<file path="src/design/stt_pkg.sv">
package stt_pkg;

  // Table depth and derived widths
  localparam int SLOTS  = 16;
  localparam int SLOT_W = $clog2(SLOTS);
  localparam int CNT_W  = $clog2(SLOTS + 1);
  localparam int TID_W  = 8;
  localparam int DUR_W  = 32;

  // Input action codes
  localparam logic ACT_SLEEP = 1'b0;
  localparam logic ACT_TICK  = 1'b1;

  // Result kinds
  typedef enum logic [1:0] {
    KIND_WOKEN    = 2'd0,
    KIND_ACCEPTED = 2'd1,
    KIND_IGNORED  = 2'd2,
    KIND_FULL     = 2'd3
  } kind_t;

  // Controller states
  typedef enum logic [1:0] {
    ST_IDLE,
    ST_SCAN,
    ST_FLUSH
  } state_t;

  // Controller to datapath commands
  typedef struct packed {
    logic sleep;       // sleep request this cycle
    logic tick_start;  // load scan counters
    logic scan;        // process the head entry
    logic flush;       // emit held wake result, commit count
  } cmd_t;

  // Datapath to controller status
  typedef struct packed {
    logic cnt_zero;    // table empty
    logic scan_last;   // this scan step handles the final entry
  } sts_t;

endpackage

</file>
<file path="src/design/stt_ctrl.sv">
module stt_ctrl (
  input  logic          clk,
  input  logic          rst,
  input  logic          start,
  input  logic          action,
  input  stt_pkg::sts_t sts,
  output stt_pkg::cmd_t cmd,
  output logic          busy
);

  stt_pkg::state_t state, state_next;

  // State register
  always_ff @(posedge clk) begin
    if (rst) begin
      state <= stt_pkg::ST_IDLE;
    end else begin
      state <= state_next;
    end
  end

  // Next state and commands
  always_comb begin
    state_next = state;
    cmd        = '0;
    busy       = 1'b1;
    case (state)
      stt_pkg::ST_IDLE: begin
        busy = 1'b0;
        if (start) begin
          if (action == stt_pkg::ACT_SLEEP) begin
            cmd.sleep = 1'b1;
          end else if (!sts.cnt_zero) begin
            cmd.tick_start = 1'b1;
            state_next     = stt_pkg::ST_SCAN;
          end
        end
      end
      stt_pkg::ST_SCAN: begin
        cmd.scan = 1'b1;
        if (sts.scan_last) begin
          state_next = stt_pkg::ST_FLUSH;
        end
      end
      stt_pkg::ST_FLUSH: begin
        cmd.flush  = 1'b1;
        state_next = stt_pkg::ST_IDLE;
      end
      default: begin
        state_next = stt_pkg::ST_IDLE;
      end
    endcase
  end

endmodule

</file>
<file path="src/design/stt_datapath.sv">
module stt_datapath (
  input  logic                       clk,
  input  logic                       rst,
  input  stt_pkg::cmd_t              cmd,
  input  logic [stt_pkg::TID_W-1:0]  thread_id,
  input  logic [stt_pkg::DUR_W-1:0]  duration,
  output stt_pkg::sts_t              sts,
  output logic                       strobe,
  output logic [1:0]                 kind,
  output logic [stt_pkg::TID_W-1:0]  woken_thread,
  output logic                       last
);

  // Table storage, newest entry at slot 0; valid slots are 0..count-1
  logic [stt_pkg::TID_W-1:0] slot_thread         [stt_pkg::SLOTS];
  logic [stt_pkg::DUR_W-1:0] slot_remaining      [stt_pkg::SLOTS];
  logic [stt_pkg::TID_W-1:0] slot_thread_next    [stt_pkg::SLOTS];
  logic [stt_pkg::DUR_W-1:0] slot_remaining_next [stt_pkg::SLOTS];

  logic [stt_pkg::CNT_W-1:0] count;
  logic [stt_pkg::CNT_W-1:0] tot;   // entries still in table during a scan
  logic [stt_pkg::CNT_W-1:0] step;  // entries left to scan
  logic                      pend_valid;
  logic [stt_pkg::TID_W-1:0] pend_thread;
  stt_pkg::kind_t            kind_q;

  logic                       is_full;
  logic                       ins;
  logic [stt_pkg::DUR_W-1:0]  rem_dec;
  logic                       wake;
  logic                       keep;
  logic [stt_pkg::SLOT_W-1:0] wr_idx;

  // Head-of-table decode and insert decision
  assign is_full = (count == stt_pkg::CNT_W'(stt_pkg::SLOTS));
  assign ins     = cmd.sleep && (duration != '0) && !is_full;
  assign rem_dec = slot_remaining[0] - stt_pkg::DUR_W'(1);
  assign wake    = (rem_dec == '0);
  assign keep    = cmd.scan && !wake;
  assign wr_idx  = stt_pkg::SLOT_W'(tot - stt_pkg::CNT_W'(1));

  assign sts.cnt_zero  = (count == '0);
  assign sts.scan_last = (step == stt_pkg::CNT_W'(1));

  // Table moves: shift down on insert; on a scan step drop a woken head, or rotate a kept head to the tail
  always_comb begin
    for (int i = 0; i < stt_pkg::SLOTS; i++) begin
      slot_thread_next[i]    = slot_thread[i];
      slot_remaining_next[i] = slot_remaining[i];
      if (ins) begin
        if (i == 0) begin
          slot_thread_next[i]    = thread_id;
          slot_remaining_next[i] = duration;
        end else begin
          slot_thread_next[i]    = slot_thread[i-1];
          slot_remaining_next[i] = slot_remaining[i-1];
        end
      end else if (cmd.scan) begin
        if (keep && (wr_idx == stt_pkg::SLOT_W'(i))) begin
          slot_thread_next[i]    = slot_thread[0];
          slot_remaining_next[i] = rem_dec;
        end else if (i < stt_pkg::SLOTS - 1) begin
          slot_thread_next[i]    = slot_thread[i+1];
          slot_remaining_next[i] = slot_remaining[i+1];
        end
      end
    end
  end

  always_ff @(posedge clk) begin
    for (int i = 0; i < stt_pkg::SLOTS; i++) begin
      slot_thread[i]    <= slot_thread_next[i];
      slot_remaining[i] <= slot_remaining_next[i];
    end
  end

  // Counters, held wake result and result register
  always_ff @(posedge clk) begin
    if (rst) begin
      count      <= '0;
      tot        <= '0;
      step       <= '0;
      pend_valid <= 1'b0;
      strobe     <= 1'b0;
    end else begin
      // a beat goes out for every sleep and for every released wake
      strobe <= cmd.sleep || (cmd.scan && wake && pend_valid) || (cmd.flush && pend_valid);
      if (cmd.sleep) begin
        woken_thread <= thread_id;
        last         <= 1'b1;
        if (duration == '0) begin
          kind_q <= stt_pkg::KIND_IGNORED;
        end else if (is_full) begin
          kind_q <= stt_pkg::KIND_FULL;
        end else begin
          kind_q <= stt_pkg::KIND_ACCEPTED;
          count  <= count + stt_pkg::CNT_W'(1);
        end
      end
      if (cmd.tick_start) begin
        tot        <= count;
        step       <= count;
        pend_valid <= 1'b0;
      end
      // A woken entry is held until the next wake or the flush so the final one can carry last
      if (cmd.scan) begin
        step <= step - stt_pkg::CNT_W'(1);
        if (wake) begin
          tot         <= tot - stt_pkg::CNT_W'(1);
          pend_valid  <= 1'b1;
          pend_thread <= slot_thread[0];
          if (pend_valid) begin
            kind_q       <= stt_pkg::KIND_WOKEN;
            woken_thread <= pend_thread;
            last         <= 1'b0;
          end
        end
      end
      if (cmd.flush) begin
        count      <= tot;
        pend_valid <= 1'b0;
        if (pend_valid) begin
          kind_q       <= stt_pkg::KIND_WOKEN;
          woken_thread <= pend_thread;
          last         <= 1'b1;
        end
      end
    end
  end

  assign kind = kind_q;

endmodule

</file>
<file path="src/design/sleep_timer_table.sv">
// Sleep timer table: holds up to 16 sleeping threads, newest first. An item
// is taken when start is high and busy is low. A sleep item (action 0) is
// answered by exactly one status beat on the cycle after it is taken (kind
// accepted, ignored for a zero duration, or table full), and busy stays low,
// so a new item may follow every cycle. A tick item (action 1) walks the
// table one entry per cycle through a single decrement-and-compare unit: busy
// stays high through the scan and flush states (it stays low with an empty
// table), and each woken thread id comes out newest first as a kind-0 beat,
// the last one marked by last. A woken id is held back until the walk finds
// the next woken entry or ends, and the final woken beat appears on the first
// cycle busy is low again; a tick that wakes nothing produces no beat at all.
// Result beats last one cycle on strobe and cannot be held off, so the
// receiver must take every beat.
module sleep_timer_table (
  input  logic                      clk,
  input  logic                      rst,
  input  logic                      start,
  output logic                      busy,
  input  logic                      action,
  input  logic [stt_pkg::TID_W-1:0] thread_id,
  input  logic [stt_pkg::DUR_W-1:0] duration,
  output logic                      strobe,
  output logic [1:0]                kind,
  output logic [stt_pkg::TID_W-1:0] woken_thread,
  output logic                      last
);

  stt_pkg::cmd_t cmd;
  stt_pkg::sts_t sts;

  // Sequencer
  stt_ctrl u_ctrl (
    .clk    (clk),
    .rst    (rst),
    .start  (start),
    .action (action),
    .sts    (sts),
    .cmd    (cmd),
    .busy   (busy)
  );

  // Table and result path
  stt_datapath u_dp (
    .clk          (clk),
    .rst          (rst),
    .cmd          (cmd),
    .thread_id    (thread_id),
    .duration     (duration),
    .sts          (sts),
    .strobe       (strobe),
    .kind         (kind),
    .woken_thread (woken_thread),
    .last         (last)
  );

endmodule

</file>
<file path="config.mk">
export PLATFORM = sky130hd
export DESIGN_NAME = sleep_timer_table
export DESIGN_NICKNAME = d
export VERILOG_FILES = /design/src/design/stt_pkg.sv /design/src/design/stt_ctrl.sv /design/src/design/stt_datapath.sv /design/src/design/sleep_timer_table.sv
export SDC_FILE = /design/constraint.sdc
export NUM_CORES = 2
export LEC_CHECK = 0
export BUFFER_PORTS_ARGS = -buffer_cell sky130_fd_sc_hd__buf_2
export CAP_MARGIN = 5
export CORE_AREA = 2 2 282 284
export DETAILED_ROUTE_END_ITERATION = 10
export DIE_AREA = 0 0 284 286
export PLACE_DENSITY = 0.7
export SLEW_MARGIN = 20
export SYNTH_ARGS = -nofsm -noshare
export SYNTH_HDL_FRONTEND = slang
export SYNTH_SLANG_ARGS = --single-unit
</file>
<file path="constraint.sdc">
create_clock -name clk -period 26.6 [get_ports clk]
set_input_delay 2.66 -clock clk [delete_from_list [all_inputs] [get_ports clk]]
set_output_delay 2.66 -clock clk [all_outputs]
set_load 0.02 [all_outputs]
</file>
* Word-level counts from Yosys, hierarchy flattened
Memories as Yosys holds them, arrays and structs flattened.
Index checks and enable logic that the tools add are counted.
** Storage, ports and cells
- Bits in registers :: 38
- Bits in latches :: 0
- Memory bits (writable) :: 640
- Bits in read-only memories :: 0
- Input port bits :: 44
- Output and inout port bits :: 13
- Word-level logic and storage cells :: 221
- Memories kept :: 2
** Memory list
- u_dp.slot_remaining :: depth 16, width 32, rd ports 16, clocked after Yosys merged registers in 0, write ports 16, line stt_datapath.sv:16 : logic [stt_pkg::DUR_W-1:0] slot_remaining [stt_pkg::SLOTS];
- u_dp.slot_thread :: depth 16, width 8, rd ports 16, clocked after Yosys merged registers in 0, write ports 16, line stt_datapath.sv:15 : logic [stt_pkg::TID_W-1:0] slot_thread [stt_pkg::SLOTS];
** Operators by class
- Add/sub/neg operators :: 4
- Multipliers :: 0
- Div/mod/pow operators :: 0
- Order comparisons :: 0
- Equality and inequality tests :: 25
- Shift-type cells :: 0
- Multiplexer cells :: 141
- Bitwise logic cells :: 1
- Reduce and logical (&&, ||, !) cells :: 38
** Operators by type and width (count)
- 32-bit two-way mux :: 48
- 8-bit two-way mux :: 54
- 32-bit logical NOT :: 2
- 5-bit two-way mux :: 9
- 4-bit == test (second input constant) :: 8
- 32-bit nonzero test :: 1
- 32-bit by 1-bit subtractor with 32-bit output (second input constant) :: 1
- 2-bit two-way mux :: 14
- 1-bit logical AND :: 22
- 4-bit by 3-bit == test with 1-bit output (second input constant) :: 4
- 1-bit two-way mux :: 15
- 5-bit by 1-bit subtractor with 5-bit output (second input constant) :: 2
- 4-bit by 2-bit == test with 1-bit output (second input constant) :: 2
- 2-bit inequality test (second input constant) :: 4
- 3-bit AND reduction :: 2
- 5-bit by 1-bit adder with 5-bit output (second input constant) :: 1
- 5-bit by 1-bit == test with 1-bit output (second input constant) :: 1
- 5-bit == test (second input constant) :: 1
- 5-bit logical NOT :: 1
- 4-bit by 1-bit == test with 1-bit output (second input constant) :: 1
- 4-bit logical NOT :: 1
- 2-bit by 1-bit inequality test with 1-bit output (second input constant) :: 2
- 2-bit case mux with 2 select lines :: 1
- 4-bit AND reduction :: 1
- other kinds (8) :: 11

* Longest topological paths before layout
- Word-level depth :: 11
- Gate-level depth with buffers :: 18
- Gate-level depth less buffers :: 10

* Hierarchy
From an unflattened synthesis, not the netlist that was laid out.
** Second synthesis, totals
- Cell total of the unflattened synthesis :: 3315
- Area, all modules :: 35519.1 µm²
** By module, submodules not included
- stt_datapath :: instances 1, cells an instance 3301, area each 35391.4 µm²
- stt_ctrl :: instances 1, cells an instance 14, area each 127.6 µm²

* Least setup slack after synthesis
No wires, ideal clock.
- Path kind :: input to register
- Start :: input duration[24] (netlist bit)
- End :: memory u_dp.slot_remaining[0][0] (netlist bit) (enable)
- Setup time :: 4.186 ns
- Data arrival time :: 13.990 ns
- Setup slack :: 8.424 ns
- Cell stages on the path :: 9
- Path buffers :: 4
- Cell sequence :: nor4_1 -> nand4_1 -> nor2_1 -> a211o_1 -> clkbuf_1 -> clkbuf_1 -> clkbuf_1 -> clkbuf_1 -> nand2_1
** RTL lines
- from (decl) :: line sleep_timer_table.sv:21 : input logic [stt_pkg::DUR_W-1:0] duration,
- to (decl) :: line stt_datapath.sv:16

==> impl_metrics.yaml <==
run_status:
  status: "finished clean"
logic_synthesis:
  synth.cell_area_um2: 35000
  synth.distinct_cells: 70
  synth.area.top_cells: "edfxtp_1 57%, a221o_1 9.1%, nor3_1 5.1%"
  yosys_register_bits: 678
  yosysMostFrequentCell: "edfxtp_1"
  syn-instance-count: 3109
  synth_top_area_frac: 0.565
  synth_flop_cell: "edfxtp_1"
  synth_edf_count: 659
  syn_nets: 3164
  syn_avg_cell_area_um2: 11.3
  yosysSeqAreaShare: 0.576
  yosys-top-cells-count: "659 x edfxtp_1, 357 x nor3_1, 319 x a221o_1"
  async_flop_share: 0
  ys_warn_count: 0
  yosysTopAreaCell: "edfxtp_1"
detailed_routing:
  drc: 0
  avgRoutedWirePerCell_um: 27.8
  dr.pass1.iters: 6
  drt_iter0_drc: 4881
  vias_per_cell: 6.98
  routed-via-count: 28700
  routed_wirelength_mm: 114
  antenna_left: 0
min_path:
  hp-class: "reg2reg"
  min_path_cells: 2
  hold_path.startpoint: "u_dp.pend_valid"
  min_to: "u_dp.pend_valid"
final_layout:
  fin_cells: 4118
  finalNetCount: 3067
  fill_cells: 7054
  multi_input_area_um2: 13100
  final-seq-area_um2: 20200
  area_delta_synth_final_pct: 9.90
  drive_gt1_frac: 0.117
  final_area_um2: 38500
sta:
  slew_violations: 0
  worst_slew_pin_slew_ns: 1.21
  period_share: 0.265
  rsz0062_at_grt: "no"
  min_period_ns: 7.04
  hold_violations: 0
  fmax_ghz: 0.142
  skew_ns: 0.0342
  setup_viol: 0
  relSlewSlack: 0.194
  setup_tns_ns: 0
power_and_ir_drop:
  power.share.clock: 0.366
  swShare: 0.269
  seqPwrFrac: 0.507
  intPower_w: 0.00200
  leakage_nw: 13.3
  peakVddDrop_mv: 0.0467
  switching_power_w: 0.000737
  p_per_area_nw_per_um2: 71.2
  p_comb_frac: 0.127
worst_setup_path:
  required_ns: 26.86
  slowest_stage: "nor4_1"
  r2r_slack_ns: 19.90
  worstRegToRegCells: 10
  max_stage_delay_ns: 0.88
  r2r-end: "u_dp.slot_remaining[0][196]"
  crit_fanout: 177
  critPathLaunchType: "primary input"
  path_buf_inv: 3
  cp_cell_sequence: "buf_2 > nor4_1 > nand4_1 > nor2_1 > a211o_4 > nand2_4 > buf_12 > buf_4"
  timing.rr.start: "u_dp.slot_remaining[0][2]"
  crit_type: "in2reg"
  cp-end-kind: "register"
  arrival_ns: 7.30
  cp_top_family: "simple AND/OR/NAND/NOR gates"
clocking:
  clock_sinks: 678
  cts_setup_buffers: 0
  clockRootBuffer: "clkbuf_16"
  postCtsHoldBufs: 0
  numCtsBuffers: 75
  cts_tree: "done"
  cts_resized: 0
  cts_buffer_depth: 3
  clkLatencyLatePin_ns: 0.64
  cts.reportedPaths.clkPinSlew_ns: 0.06
  h-tree-depth: 3
place:
  dpl_cell_area_um2: 36200
  gp_congestion: 0.952
  post-dp-hpwl_mm: 65.8
  numPlacedInstances: 3984
  port_buffers: 56
floorplan:
  die_area_um2: 81200
  dieHeight_um: 286
  core_area_um2: 78400
  start_util: 0.447
  row_count: 103
  pin_count: 57
  die_w_um: 284
grt:
  antenna_found_initial: 4
  overflow: 0
  grt_max_degree: 223
  grt_pass1_vias: 27000
  grt_usage: 0.271
  grt_pass1_wl_mm: 170
flow_run:
  maxCapViolations: 0
per-layer routing:
metal	routed length (um)	track usage
met5	40	0
met2	50700	0.405
met3	14100	0.0555
met4	4970	0.118
met1	44800	0.384
flip-flops by register name (all words and copies together), names as in the netlist, 2 cells and up:
register             count
u_dp.slot_remaining    512
u_dp.slot_thread       128
u_dp.pend_thread         8
u_dp.woken_thread        8
u_dp.count               5
u_dp.step                5
u_dp.tot                 5
u_ctrl.state             2
u_dp.kind                2
power by group through the flow:
stage | clock network, W | logic, W | registers [W]
after floorplan | 0 | 0.000247 | 0.00144
after global placement | 0 | 0.000328 | 0.00141
after detailed placement | 0 | 0.000337 | 0.00141
after CTS | 0.00101 | 0.000337 | 0.00139
after global routing | 0.00105 | 0.000370 | 0.00140
final | 0.00100 | 0.000347 | 0.00139
worst min-delay path, stage by stage (launching register included):
cell and delay [ns]:
dfxtp_1 0.33, nand2_1 0.06, a211oi_1 0.06
worst max-delay path by stage:
stage / depth (start not counted) / slack, ns / endpoint / from
2_1_floorplan: 9 / 8.42 / u_dp.slot_remaining[0][0] / duration[24]
3_3_place_gp: 8 / 19.32 / u_dp.slot_remaining[1][118] / duration[6]
3_5_place_dp: 8 / 19.24 / u_dp.slot_remaining[0][152] / duration[6]
4_1_cts: 8 / 19.89 / u_dp.slot_remaining[0][136] / duration[6]
5_1_grt: 8 / 19.43 / u_dp.slot_remaining[0][247] / duration[6]
6_report: 8 / 19.56 / u_dp.slot_remaining[0][184] / duration[6]
layout by cell type (no fill, tap or decap), types with 50 or more instances in the layout:
master	Yosys	routed
buf_2	84	56
a221o_1	319	319
edfxtp_1	659	659
nor2_1	195	188
nor3_1	357	356
a221oi_1	158	158
buf_4	6	72
nand2_1	284	283
inv_1	190	190
a21oi_1	131	127
or3_1	50	50
clkbuf_16	0	78
logic make-up after synthesis:
group,after synthesis,synth area share
buffers and inverters,498,0.0577
muxes,23,0.00740
adders and majority gates,11,0.00393
AOI/OAI and AO/OA,827,0.206
and+or+nand+nor,1033,0.139
DFF,678,0.576
xor gates and xnor gates,39,0.00976
area by class of cell:
class,instances,share of cell area
diodes,1,0.0000650
clock buffers,95,0.0526
clock inverters,37,0.00689
inverters,190,0.0185
multi-input cells,1933,0.339
flip-flops and latches,678,0.524
well taps,1050,0.0341
repair buffers,134,0.0244
stage by stage:
| step | total power, W | hold slack (ns) | utilization | setup slack, ns |
|---|---|---|---|---|
| 2_1_floorplan | 0.00168 | 0.450 | - | 8.42 |
| 3_3_place_gp | 0.00173 | 0.460 | 0.461 | 19.32 |
| 3_5_place_dp | 0.00174 | 0.495 | 0.461 | 19.24 |
| 4_1_cts | 0.00273 | 0.503 | 0.491 | 19.89 |
| 5_1_grt | 0.00282 | 0.523 | 0.491 | 19.43 |
| 6_report | 0.00274 | 0.504 | 0.491 | 19.56 |
(Power assumes the default switching activity.)
